--- config.mk ---
export PLATFORM = sky130hd
export DESIGN_NAME = greedy_activity_selection_unit
export DESIGN_NICKNAME = d
export VERILOG_FILES = /design/src/rtl/core/gas_pkg.sv /design/src/rtl/core/greedy_activity_selection_unit.sv /design/src/rtl/core/gas_ram.sv /design/src/rtl/core/gas_ctrl.sv /design/src/rtl/core/gas_dpath.sv
export SDC_FILE = /design/constraint.sdc
export NUM_CORES = 2
export LEC_CHECK = 0
export BUFFER_PORTS_ARGS = -buffer_cell sky130_fd_sc_hd__buf_2
export CAP_MARGIN = 20
export CORE_ASPECT_RATIO = 1.25
export CORE_UTILIZATION = 32
export CTS_CLUSTER_DIAMETER = 150
export DETAILED_ROUTE_END_ITERATION = 8
export RECOVER_POWER = 50
export SYNTH_ARGS = -nofsm -noshare
export SYNTH_HDL_FRONTEND = slang
export SYNTH_HIERARCHICAL = 1
export SYNTH_SLANG_ARGS = --single-unit
--- constraint.sdc ---
create_clock -name clk_i -period 5.6 [get_ports clk_i]
set_clock_uncertainty 0.15 [all_clocks]
set_input_delay 1.4 -clock clk_i [delete_from_list [all_inputs] [get_ports clk_i]]
set_output_delay 1.4 -clock clk_i [all_outputs]
set_load 0.02 [all_outputs]
--- src/rtl/core/gas_pkg.sv ---
`timescale 1ns / 1ps
// Package for the greedy activity selection unit.
// Holds default sizes, the result number width and the controller/datapath structs.
// No dependencies.
package gas_pkg;

  // Default sizes, handed to the top level parameters.
  localparam int unsigned MaxActivitiesDef = 64;
  localparam int unsigned TimeWidthDef     = 16;

  // Width of the one-based activity number on the result port.
  localparam int unsigned NumW = 7;

  // Commands from the controller to the datapath.
  typedef struct packed {
    logic load;       // store the accepted item
    logic scan_init;  // restart a search pass over the stored activities
    logic scan_run;   // search pass in progress
    logic decide;     // take the outcome of a finished search pass
  } gas_cmd_t;

  // Status from the datapath to the controller.
  typedef struct packed {
    logic scan_done;   // all stored activities have been examined
    logic best_found;  // the pass found an eligible activity
  } gas_sts_t;

endpackage

--- src/rtl/core/greedy_activity_selection_unit.sv ---
`timescale 1ns / 1ps
// Top level of the greedy activity selection unit (earliest finish first).
// Depends on gas_pkg, gas_ctrl, gas_dpath and gas_ram.
//
//   Channel | Handshake                 | Payload
//   --------+---------------------------+--------------------------------------------
//   input   | start_i high, busy_o low  | start_time_i, finish_time_i, last_item_i
//   result  | valid_o high, one cycle   | activity_number_o, chosen_start_o,
//           |                           | chosen_finish_o, final_choice_o, overflowed_o
//
// Loading accepts an item whenever start_i is high and busy_o is low; items beyond
// capacity are dropped and reported on overflowed_o.
// The item with last_item_i starts the selection. Each chosen activity costs one
// search pass over the n stored activities through the store's single read port,
// and one closing pass finds none left; busy_o stays high until that pass ends.
// Reset clears the set and the controller; the store needs no clearing pass.
// The receiver cannot stall: each result is shown for exactly one cycle.
module greedy_activity_selection_unit #(
  parameter int unsigned MAX_ACTIVITIES = gas_pkg::MaxActivitiesDef,
  parameter int unsigned TIME_WIDTH     = gas_pkg::TimeWidthDef
) (
  input  logic                     clk_i,
  input  logic                     rst_ni,
  input  logic                     start_i,
  output logic                     busy_o,
  input  logic [TIME_WIDTH-1:0]    start_time_i,
  input  logic [TIME_WIDTH-1:0]    finish_time_i,
  input  logic                     last_item_i,
  output logic                     valid_o,
  output logic [gas_pkg::NumW-1:0] activity_number_o,
  output logic [TIME_WIDTH-1:0]    chosen_start_o,
  output logic [TIME_WIDTH-1:0]    chosen_finish_o,
  output logic                     final_choice_o,
  output logic                     overflowed_o
);
  import gas_pkg::*;

  gas_cmd_t cmd;
  gas_sts_t sts;

  // Sequencer.
  gas_ctrl u_ctrl (
    .clk_i       (clk_i),
    .rst_ni      (rst_ni),
    .start_i     (start_i),
    .last_item_i (last_item_i),
    .sts_i       (sts),
    .cmd_o       (cmd),
    .busy_o      (busy_o)
  );

  // Store, search and result register.
  gas_dpath #(
    .MAX_ACTIVITIES (MAX_ACTIVITIES),
    .TIME_WIDTH     (TIME_WIDTH)
  ) u_dpath (
    .clk_i             (clk_i),
    .rst_ni            (rst_ni),
    .start_time_i      (start_time_i),
    .finish_time_i     (finish_time_i),
    .cmd_i             (cmd),
    .sts_o             (sts),
    .valid_o           (valid_o),
    .activity_number_o (activity_number_o),
    .chosen_start_o    (chosen_start_o),
    .chosen_finish_o   (chosen_finish_o),
    .final_choice_o    (final_choice_o),
    .overflowed_o      (overflowed_o)
  );

endmodule

--- src/rtl/core/gas_ram.sv ---
`timescale 1ns / 1ps
// Generic single-write, single-read RAM with registered read data.
// No dependencies.
module gas_ram #(
  parameter int unsigned WIDTH = 8,
  parameter int unsigned DEPTH = 64,
  localparam int unsigned AW   = $clog2(DEPTH)
) (
  input  logic             clk_i,
  input  logic             we_i,
  input  logic [AW-1:0]    waddr_i,
  input  logic [WIDTH-1:0] wdata_i,
  input  logic [AW-1:0]    raddr_i,
  output logic [WIDTH-1:0] rdata_o
);

  logic [WIDTH-1:0] mem_q [DEPTH];
  logic [WIDTH-1:0] rdata_q;

  // Write port and registered read port.
  always_ff @(posedge clk_i) begin
    if (we_i) begin
      mem_q[waddr_i] <= wdata_i;
    end
    rdata_q <= mem_q[raddr_i];
  end

  assign rdata_o = rdata_q;

endmodule

--- src/rtl/core/gas_ctrl.sv ---
`timescale 1ns / 1ps
// Controller state machine of the greedy activity selection unit.
// Depends on gas_pkg for the command and status structs.
module gas_ctrl (
  input  logic             clk_i,
  input  logic             rst_ni,
  input  logic             start_i,
  input  logic             last_item_i,
  input  gas_pkg::gas_sts_t sts_i,
  output gas_pkg::gas_cmd_t cmd_o,
  output logic             busy_o
);
  import gas_pkg::*;

  localparam logic [1:0] StIdle   = 2'd0;
  localparam logic [1:0] StScan   = 2'd1;
  localparam logic [1:0] StDecide = 2'd2;

  logic [1:0] state_q, state_d;
  logic       take;

  assign busy_o = (state_q != StIdle);
  assign take   = start_i && !busy_o;

  // Commands follow directly from the state, the handshake and the datapath status.
  always_comb begin
    cmd_o           = '0;
    cmd_o.load      = take;
    cmd_o.scan_init = (take && last_item_i) ||
                      (state_q == StDecide && sts_i.best_found);
    cmd_o.scan_run  = (state_q == StScan);
    cmd_o.decide    = (state_q == StDecide);
  end

  // Next state: a set is searched once per chosen activity, plus one closing pass.
  always_comb begin
    state_d = state_q;
    unique case (state_q)
      StIdle: begin
        if (take && last_item_i) state_d = StScan;
      end
      StScan: begin
        if (sts_i.scan_done) state_d = StDecide;
      end
      StDecide: begin
        state_d = sts_i.best_found ? StScan : StIdle;
      end
      default: state_d = StIdle;
    endcase
  end

  always_ff @(posedge clk_i or negedge rst_ni) begin
    if (!rst_ni) begin
      state_q <= StIdle;
    end else begin
      state_q <= state_d;
    end
  end

endmodule

--- src/rtl/core/gas_dpath.sv ---
`timescale 1ns / 1ps
// Datapath of the greedy activity selection unit: activity store, search pass
// and result register. Depends on gas_pkg and gas_ram.
module gas_dpath #(
  parameter int unsigned MAX_ACTIVITIES = gas_pkg::MaxActivitiesDef,
  parameter int unsigned TIME_WIDTH     = gas_pkg::TimeWidthDef
) (
  input  logic                      clk_i,
  input  logic                      rst_ni,
  input  logic [TIME_WIDTH-1:0]     start_time_i,
  input  logic [TIME_WIDTH-1:0]     finish_time_i,
  input  gas_pkg::gas_cmd_t         cmd_i,
  output gas_pkg::gas_sts_t         sts_o,
  output logic                      valid_o,
  output logic [gas_pkg::NumW-1:0]  activity_number_o,
  output logic [TIME_WIDTH-1:0]     chosen_start_o,
  output logic [TIME_WIDTH-1:0]     chosen_finish_o,
  output logic                      final_choice_o,
  output logic                      overflowed_o
);
  import gas_pkg::*;

  localparam int unsigned AW = $clog2(MAX_ACTIVITIES);
  localparam int unsigned CW = $clog2(MAX_ACTIVITIES + 1);
  localparam int unsigned DW = 2 * TIME_WIDTH;

  // Control state.
  logic [CW-1:0] count_q, count_d;
  logic          ovf_q, ovf_d;
  logic [CW-1:0] rd_idx_q, rd_idx_d;
  logic          pipe_vld_q, pipe_vld_d;
  logic          best_found_q, best_found_d;
  logic          have_pend_q, have_pend_d;
  logic          valid_q, valid_d;

  // Payload state.
  logic [AW-1:0]         pipe_idx_q, pipe_idx_d;
  logic [AW-1:0]         best_idx_q, best_idx_d;
  logic [TIME_WIDTH-1:0] best_start_q, best_start_d;
  logic [TIME_WIDTH-1:0] best_fin_q, best_fin_d;
  logic [AW-1:0]         pend_idx_q, pend_idx_d;
  logic [TIME_WIDTH-1:0] pend_start_q, pend_start_d;
  logic [TIME_WIDTH-1:0] pend_fin_q, pend_fin_d;
  logic [NumW-1:0]       out_num_q, out_num_d;
  logic [TIME_WIDTH-1:0] out_start_q, out_start_d;
  logic [TIME_WIDTH-1:0] out_fin_q, out_fin_d;
  logic                  out_final_q, out_final_d;
  logic                  out_ovf_q, out_ovf_d;

  logic          not_full;
  logic          issue;
  logic [DW-1:0] rd_data;
  logic [TIME_WIDTH-1:0] d_start, d_fin;
  logic          after_pend, eligible, better;
  logic [CW-1:0] pend_num;

  assign not_full = (count_q < CW'(MAX_ACTIVITIES));
  assign issue    = cmd_i.scan_run && (rd_idx_q < count_q);

  // Start and finish of every stored activity; its number is its address plus one.
  gas_ram #(
    .WIDTH (DW),
    .DEPTH (MAX_ACTIVITIES)
  ) u_store (
    .clk_i   (clk_i),
    .we_i    (cmd_i.load && not_full),
    .waddr_i (count_q[AW-1:0]),
    .wdata_i ({start_time_i, finish_time_i}),
    .raddr_i (rd_idx_q[AW-1:0]),
    .rdata_o (rd_data)
  );

  assign d_start = rd_data[DW-1:TIME_WIDTH];
  assign d_fin   = rd_data[TIME_WIDTH-1:0];

  // An activity follows the last chosen one in sorted order when its finish is
  // later, or equal with a later arrival; ties in the search keep the earliest.
  assign after_pend = (d_fin > pend_fin_q) ||
                      ((d_fin == pend_fin_q) && (pipe_idx_q > pend_idx_q));
  assign eligible   = !have_pend_q || (after_pend && (d_start >= pend_fin_q));
  assign better     = !best_found_q || (d_fin < best_fin_q);

  assign pend_num = CW'(pend_idx_q) + CW'(1);

  assign sts_o.scan_done  = (rd_idx_q == count_q) && !pipe_vld_q;
  assign sts_o.best_found = best_found_q;

  // Next-state logic for loading, searching and emitting.
  always_comb begin
    count_d      = count_q;
    ovf_d        = ovf_q;
    rd_idx_d     = rd_idx_q;
    pipe_vld_d   = 1'b0;
    pipe_idx_d   = rd_idx_q[AW-1:0];
    best_found_d = best_found_q;
    best_idx_d   = best_idx_q;
    best_start_d = best_start_q;
    best_fin_d   = best_fin_q;
    have_pend_d  = have_pend_q;
    pend_idx_d   = pend_idx_q;
    pend_start_d = pend_start_q;
    pend_fin_d   = pend_fin_q;
    valid_d      = 1'b0;
    out_num_d    = out_num_q;
    out_start_d  = out_start_q;
    out_fin_d    = out_fin_q;
    out_final_d  = out_final_q;
    out_ovf_d    = out_ovf_q;

    // Loading: store while there is room, otherwise note the drop.
    if (cmd_i.load) begin
      if (not_full) begin
        count_d = count_q + CW'(1);
      end else begin
        ovf_d = 1'b1;
      end
    end

    // Search pass: one read issued and one stored activity examined per cycle.
    if (cmd_i.scan_run) begin
      if (issue) begin
        rd_idx_d   = rd_idx_q + CW'(1);
        pipe_vld_d = 1'b1;
      end
      if (pipe_vld_q && eligible && better) begin
        best_found_d = 1'b1;
        best_idx_d   = pipe_idx_q;
        best_start_d = d_start;
        best_fin_d   = d_fin;
      end
    end

    // End of a pass: the previous choice goes out, the new one is held back
    // until it is known whether another follows.
    if (cmd_i.decide) begin
      if (have_pend_q) begin
        valid_d     = 1'b1;
        out_num_d   = NumW'(pend_num);
        out_start_d = pend_start_q;
        out_fin_d   = pend_fin_q;
        out_final_d = !best_found_q;
        out_ovf_d   = ovf_q;
      end
      if (best_found_q) begin
        have_pend_d  = 1'b1;
        pend_idx_d   = best_idx_q;
        pend_start_d = best_start_q;
        pend_fin_d   = best_fin_q;
      end else begin
        have_pend_d = 1'b0;
        count_d     = '0;
        ovf_d       = 1'b0;
      end
    end

    if (cmd_i.scan_init) begin
      rd_idx_d     = '0;
      pipe_vld_d   = 1'b0;
      best_found_d = 1'b0;
    end
  end

  // Control registers.
  always_ff @(posedge clk_i or negedge rst_ni) begin
    if (!rst_ni) begin
      count_q      <= '0;
      ovf_q        <= 1'b0;
      rd_idx_q     <= '0;
      pipe_vld_q   <= 1'b0;
      best_found_q <= 1'b0;
      have_pend_q  <= 1'b0;
      valid_q      <= 1'b0;
    end else begin
      count_q      <= count_d;
      ovf_q        <= ovf_d;
      rd_idx_q     <= rd_idx_d;
      pipe_vld_q   <= pipe_vld_d;
      best_found_q <= best_found_d;
      have_pend_q  <= have_pend_d;
      valid_q      <= valid_d;
    end
  end

  // Payload registers.
  always_ff @(posedge clk_i) begin
    pipe_idx_q   <= pipe_idx_d;
    best_idx_q   <= best_idx_d;
    best_start_q <= best_start_d;
    best_fin_q   <= best_fin_d;
    pend_idx_q   <= pend_idx_d;
    pend_start_q <= pend_start_d;
    pend_fin_q   <= pend_fin_d;
    out_num_q    <= out_num_d;
    out_start_q  <= out_start_d;
    out_fin_q    <= out_fin_d;
    out_final_q  <= out_final_d;
    out_ovf_q    <= out_ovf_d;
  end

  assign valid_o           = valid_q;
  assign activity_number_o = out_num_q;
  assign chosen_start_o    = out_start_q;
  assign chosen_finish_o   = out_fin_q;
  assign final_choice_o    = out_final_q;
  assign overflowed_o      = out_ovf_q;

endmodule

# Word-level counts from Yosys, hierarchy flattened
# Memory sizes are Yosys's and may differ from the RTL's. A register that Yosys moved wholly into a read port is not among the register bits.
# Cells that the tools add are included.
# Widths: inputs -> output; s select.
[word_totals] elab_cells=91 ram_bits=2048 ff_bits=144 mem_count=1 output_inout_bits=43
[memory_table] name="u_dpath.u_store.mem_q" words=64 word_bits=32 read_ports=1 rd_ports_with_merged_regs=1 write_ports=1 line_no="gas_ram.sv:17" rtl="logic [WIDTH-1:0] mem_q [DEPTH];"
[classes] add_sub_neg=3 n_mux=26 n_reduce_logical=29 n_eq_ne=6 order_cmp=6
[op_table] operator="$mux 7" count=7
[op_table] operator="$eq 16x16->1" count=1
[op_table] operator="$ge 16x16->1" count=1
[op_table] operator="$gt 16x16->1" count=1
[op_table] operator="$lt 16x16->1" count=1
[op_table] operator="$mux 1" count=16
[op_table] operator="$add 7x1->7 const B" count=2
[op_table] operator="$reduce_and 2->1" count=6
[op_table] operator="$logic_and 1x1->1" count=10
[op_table] operator="$reduce_bool 2->1" count=4
[op_table] operator="$add 6x1->7 const B" count=1
[op_table] operator="$eq 7x7->1" count=1
[op_table] operator="$lt 7x7->1" count=1
[op_table] operator="$lt 7x7->1 const B" count=1
[op_table] operator="$gt 6x6->1" count=1
[op_table] operator="$pmux 2 s3" count=1
[op_table] operator="$logic_not 1->1" count=4
[op_table] operator="$logic_or 1x1->1" count=4
[op_table] operator="$mux 2" count=2
[op_table] operator="$eq 2x1->1 const B" count=1
[op_table] operator="$eq 2x2->1 const B" count=1
[op_table] operator="$logic_not 2->1" count=1
[op_table] operator="$ne 2x1->1 const B" count=1
[op_table] operator="$ne 2x2->1 const B" count=1

# Logic depth before layout (Yosys ltp)
[depth] ltp_word=10 depth_mapped=10

# Cells and area by module
# The synthesis kept the hierarchy.
[modules_own_cells] module="gas_ram" n_inst=1 cells_per_inst=3324 area_per_inst_um2=78515.3 seq_area_each_um2=62139.6
[modules_own_cells] module="gas_dpath" n_inst=1 cells_per_inst=422 area_per_inst_um2=6073.3 seq_area_each_um2=4108.9
[modules_own_cells] module="gas_ctrl" n_inst=1 cells_per_inst=15 area_per_inst_um2=140.1 seq_area_each_um2=50.0

# Least setup slack after synthesis
# OpenSTA, ideal clock, no wires.
[synth_path] kind="input-to-reg" from="input port start_i" to="memory u_dpath/u_store/mem_q[48][0] (netlist bit), enable pin" path_buffers=2 path_stages=8 setup_slack_ps=490 setup_ps=461 arrival_ps=4499 required_time_ps=4989 path_cell_list="inv_1 > nor2_1 > buf_4 > nor2b_1 > buf_2 > nor2b_1 > nand4b_1 > nor3_1"
[synth_between] elab_chain_len=4
[synth_lines] item="start, declared" line_no="greedy_activity_selection_unit.sv:24" rtl="input logic start_i,"
[synth_lines] item="$logic_and 1x1->1" line_no="gas_ctrl.sv:23" rtl="assign take = start_i && !busy_o;"
[synth_lines] item="net u_ctrl.take" line_no="gas_ctrl.sv:20" rtl="logic take;"
[synth_lines] item="$logic_and 1x1->1" line_no="gas_dpath.sv:66" rtl=".we_i (cmd_i.load && not_full),"
[synth_lines] item="$mux 1" line_no="gas_ram.sv:22" rtl="if (we_i) begin"
[synth_lines] item="$mux 1 (implied by the code)" line_no="gas_ram.sv:23" rtl="mem_q[waddr_i] <= wdata_i;"
[synth_lines] item="end, declared" line_no="gas_ram.sv:17"
# The timed path passes the listed nets, and every way through them passes these cells.

# Final worst setup path
[layout_path] from="input port start_time_i[3]" to="memory u_dpath/u_store/mem_q[34][19] (netlist bit) (data pin)"
[layout_rtl] item="start, declared" line_no="greedy_activity_selection_unit.sv:26" rtl="input logic [TIME_WIDTH-1:0] start_time_i,"
# No word-level cell before the write port.

==> metrics <==
Hold Fails Final Rpt=0; vias=39500; Die ar.=267000 sq um; Least-Margin Pin Slew=4060 ps; failing checks=capacitance limit, slew limit; clock latency on the worst-skew pair=850 ps; synth warn=6; normalized max-slew margin=-170%; # rows=210; Main synth FF type=edfxtp_1; FF-to-FF path depth=6; clk sinks=2224; Die Wd=462 um; number of hold buffers added after CTS=0; Max Clock Freq=221 MHz; Hold Path Sink=u_dpath/pend_start_q[7]$_DFFE_PP_; Peak VDD IR=0.000299 V; Longest Clk Path Bufs=3; synth unique cells=58; vias per cell=5.12; syn nets=3860; unrepaired setup endpoints after global routing=false; Fin Setup TNS=0 ps; DRT Pass-1 Iters=7; reg-to-reg critical path startpoint=u_dpath/rd_idx_q[5]$_DFFE_PN0P_; post-synthesis adder-cell area fraction=0.930%; hpwl dp=135000 um; r2r endpoint=u_dpath/u_store/rdata_o[26]$_DFF_P_; nets=4132; Post-Route Utilization=37.0%; initial core utilization=32.3%; Yosys top cell by area=edfxtp_1; grt total ovfl=0; Post-Synth XOR/XNOR Area=0.0930%; # IOs=79; Routed WL=216000 um; run status=finished with violations; Seq/Total Area, Yosys=78.2%; IO Port Bufs=78; count leader, synth=edfxtp_1; WP data required=5490 ps; clock buffers created by TritonCTS=201; multiplexer area fraction after synthesis=15.6%; wire length per cell=28.0 um; Hold WC Path Type=flop to flop; vias in the first global route=40400; crit path DAT=4410 ps; Post-synth ARST share=0.944%; pwr dens=478 nW/um^2; Worst-path clk slew=60 ps; initial antenna violation count=10; number of post-CTS setup repair buffers=0; area grow syn2layout=14.6%; critical path fanouts, max=64; 1st-iter DRT viols=4351; CTS Root Cell=clkbuf_16; Antenna Violating Nets Remaining=0; Worst Path Buf+Inv=2; largest net degree at the start of global routing=76; GP Congestion=0.887; DR DRC count=0; Final Max Tran Viols=2023; Critical Path Max Stage Delay=2800 ps; critical path startpoint category=primary input; Die H=577 um; hold path depth=0; Syn Area/Cell=22.5 sq um; leading cell types by count after synthesis=edfxtp_1 (2165), mux4_2 (544), nor2_1 (159); global-route wire length before repair=307000 um; Period minus WS final=4520 ps; post-synth top area share=76.7%; reg-to-reg setup timing slack=1240 ps; compound-gate portion of the synthesized area=2.09%; share of cells above drive strength 1=27.0%; EDFF count, synth=2165; worst setup path class=primary input to flop; Resize count post-CTS=0; Worst path slowest cell=clkbuf_1; Mapped Cells=3761; Design Power=46400 uW; CTS tree=done; delay-heaviest family, CP=buffers and inverters; Worst Setup End Kind=flop; final setup fails=0; largest family of logic cells by synthesized area=multiplexers; Tcrit/Tclk final=80.7%; max_cap viols=46; worst hold path startpoint=u_dpath/best_start_q[7]$_DFFE_PP_; Synth Area in Simple Gates=1.74%; mapped cell area=84700 sq um; post-synthesis register bit count=2224; total track usage=16.2%; CTS H-tree depth=4; largest cells by area after synthesis=edfxtp_1 (77%), mux4_2 (14%), mux2i_1 (1.1%); core area=262000 sq um; Leak Pwr=0.0300 uW; crit path cell chain=buf_2 > clkbuf_1
## sequential cells by signal, summed over array words and instances, names as in the netlist, 16 cells and up
signal,flops
u_dpath/pend_fin_q,16
u_dpath/chosen_start_o,16
u_dpath/u_store/mem_q,2048
u_dpath/pend_start_q,16
u_dpath/best_fin_q,16
u_dpath/chosen_finish_o,16
u_dpath/best_start_q,16
u_dpath/u_store/rdata_o,32
## worst max-delay path by stage
stage               slack (ps)                                 endpoint                           from  cells past startpoint
finish                    1080  u_dpath/u_store/mem_q[34][19]$_DFFE_PP_                start_time_i[3]                      2
global route              1010  u_dpath/u_store/mem_q[36][13]$_DFFE_PP_              finish_time_i[13]                      1
CTS                       1570   u_dpath/u_store/mem_q[0][26]$_DFFE_PP_  u_ctrl/state_q[1]$_DFFE_PN0P_                      7
detailed placement         720   u_dpath/u_store/mem_q[0][28]$_DFFE_PP_                        start_i                      8
global placement           670   u_dpath/u_store/mem_q[0][26]$_DFFE_PP_                        start_i                      8
floorplan                  490   u_dpath/u_store/mem_q[48][0]$_DFFE_PP_                        start_i                      8
## logic make-up after synthesis
kind of cell	Yosys count
buffers and inverters	242
multiplexers	638
AND/OR/NAND/NOR	312
AO/OA/AOI/OAI	273
flip-flops	2224
adder cells (fa/ha/maj)	63
XOR/XNOR	9
## cell usage in the layout (no fill, tap or decap), drive strengths merged, types with 39 or more instances in the layout
| cell type | n |
|---|---|
| clkinv | 93 |
| inv | 66 |
| clkbuf | 287 |
| nor2 | 159 |
| edfxtp | 2165 |
| nand2 | 39 |
| mux2i | 94 |
| a21oi | 88 |
| mux4 | 544 |
| ha | 63 |
| buf | 204 |
| o22ai | 84 |
## where the power goes
part	leakage [uW]	total [uW]	switching, uW	internal (uW)
clock	0.00318	13800	6210	7550
combinational	0.00679	13000	7780	5200
sequential	0.0200	19700	715	18900
## layer usage
layer  routed length (um)  global-route usage [%]
met2               110000                    27.6
met5                   23                       0
met4                 7380                    5.58
met1                84400                    20.8
met3                13900                    2.67
## area by class of cell
class / instances / area, sq um
Sequential cell: 2224 / 66300
Clock buffer: 233 / 5190
Tap cell: 3498 / 4380
Fill cell: 23600 / 165000
Multi-Input combinational cell: 1295 / 17800
Timing Repair Buffer: 258 / 1820
Inverter: 53 / 199
Antenna cell: 10 / 25.0
Clock inverter: 140 / 1400
## metrics by stage
step / setup WS, ps / cells / cell area, sq um / hold slack [ps]
3_3_place_gp: 670 / 7327 / 90700 / 251
2_1_floorplan: 490 / 3761 / 84700 / 250
4_1_cts: 1570 / 7700 / 97200 / 270
3_5_place_dp: 716 / 7327 / 90700 / 255
6_report: 1080 / 7711 / 97100 / 268
5_1_grt: 1010 / 7703 / 97100 / 272
(Power assumes the default switching activity.)
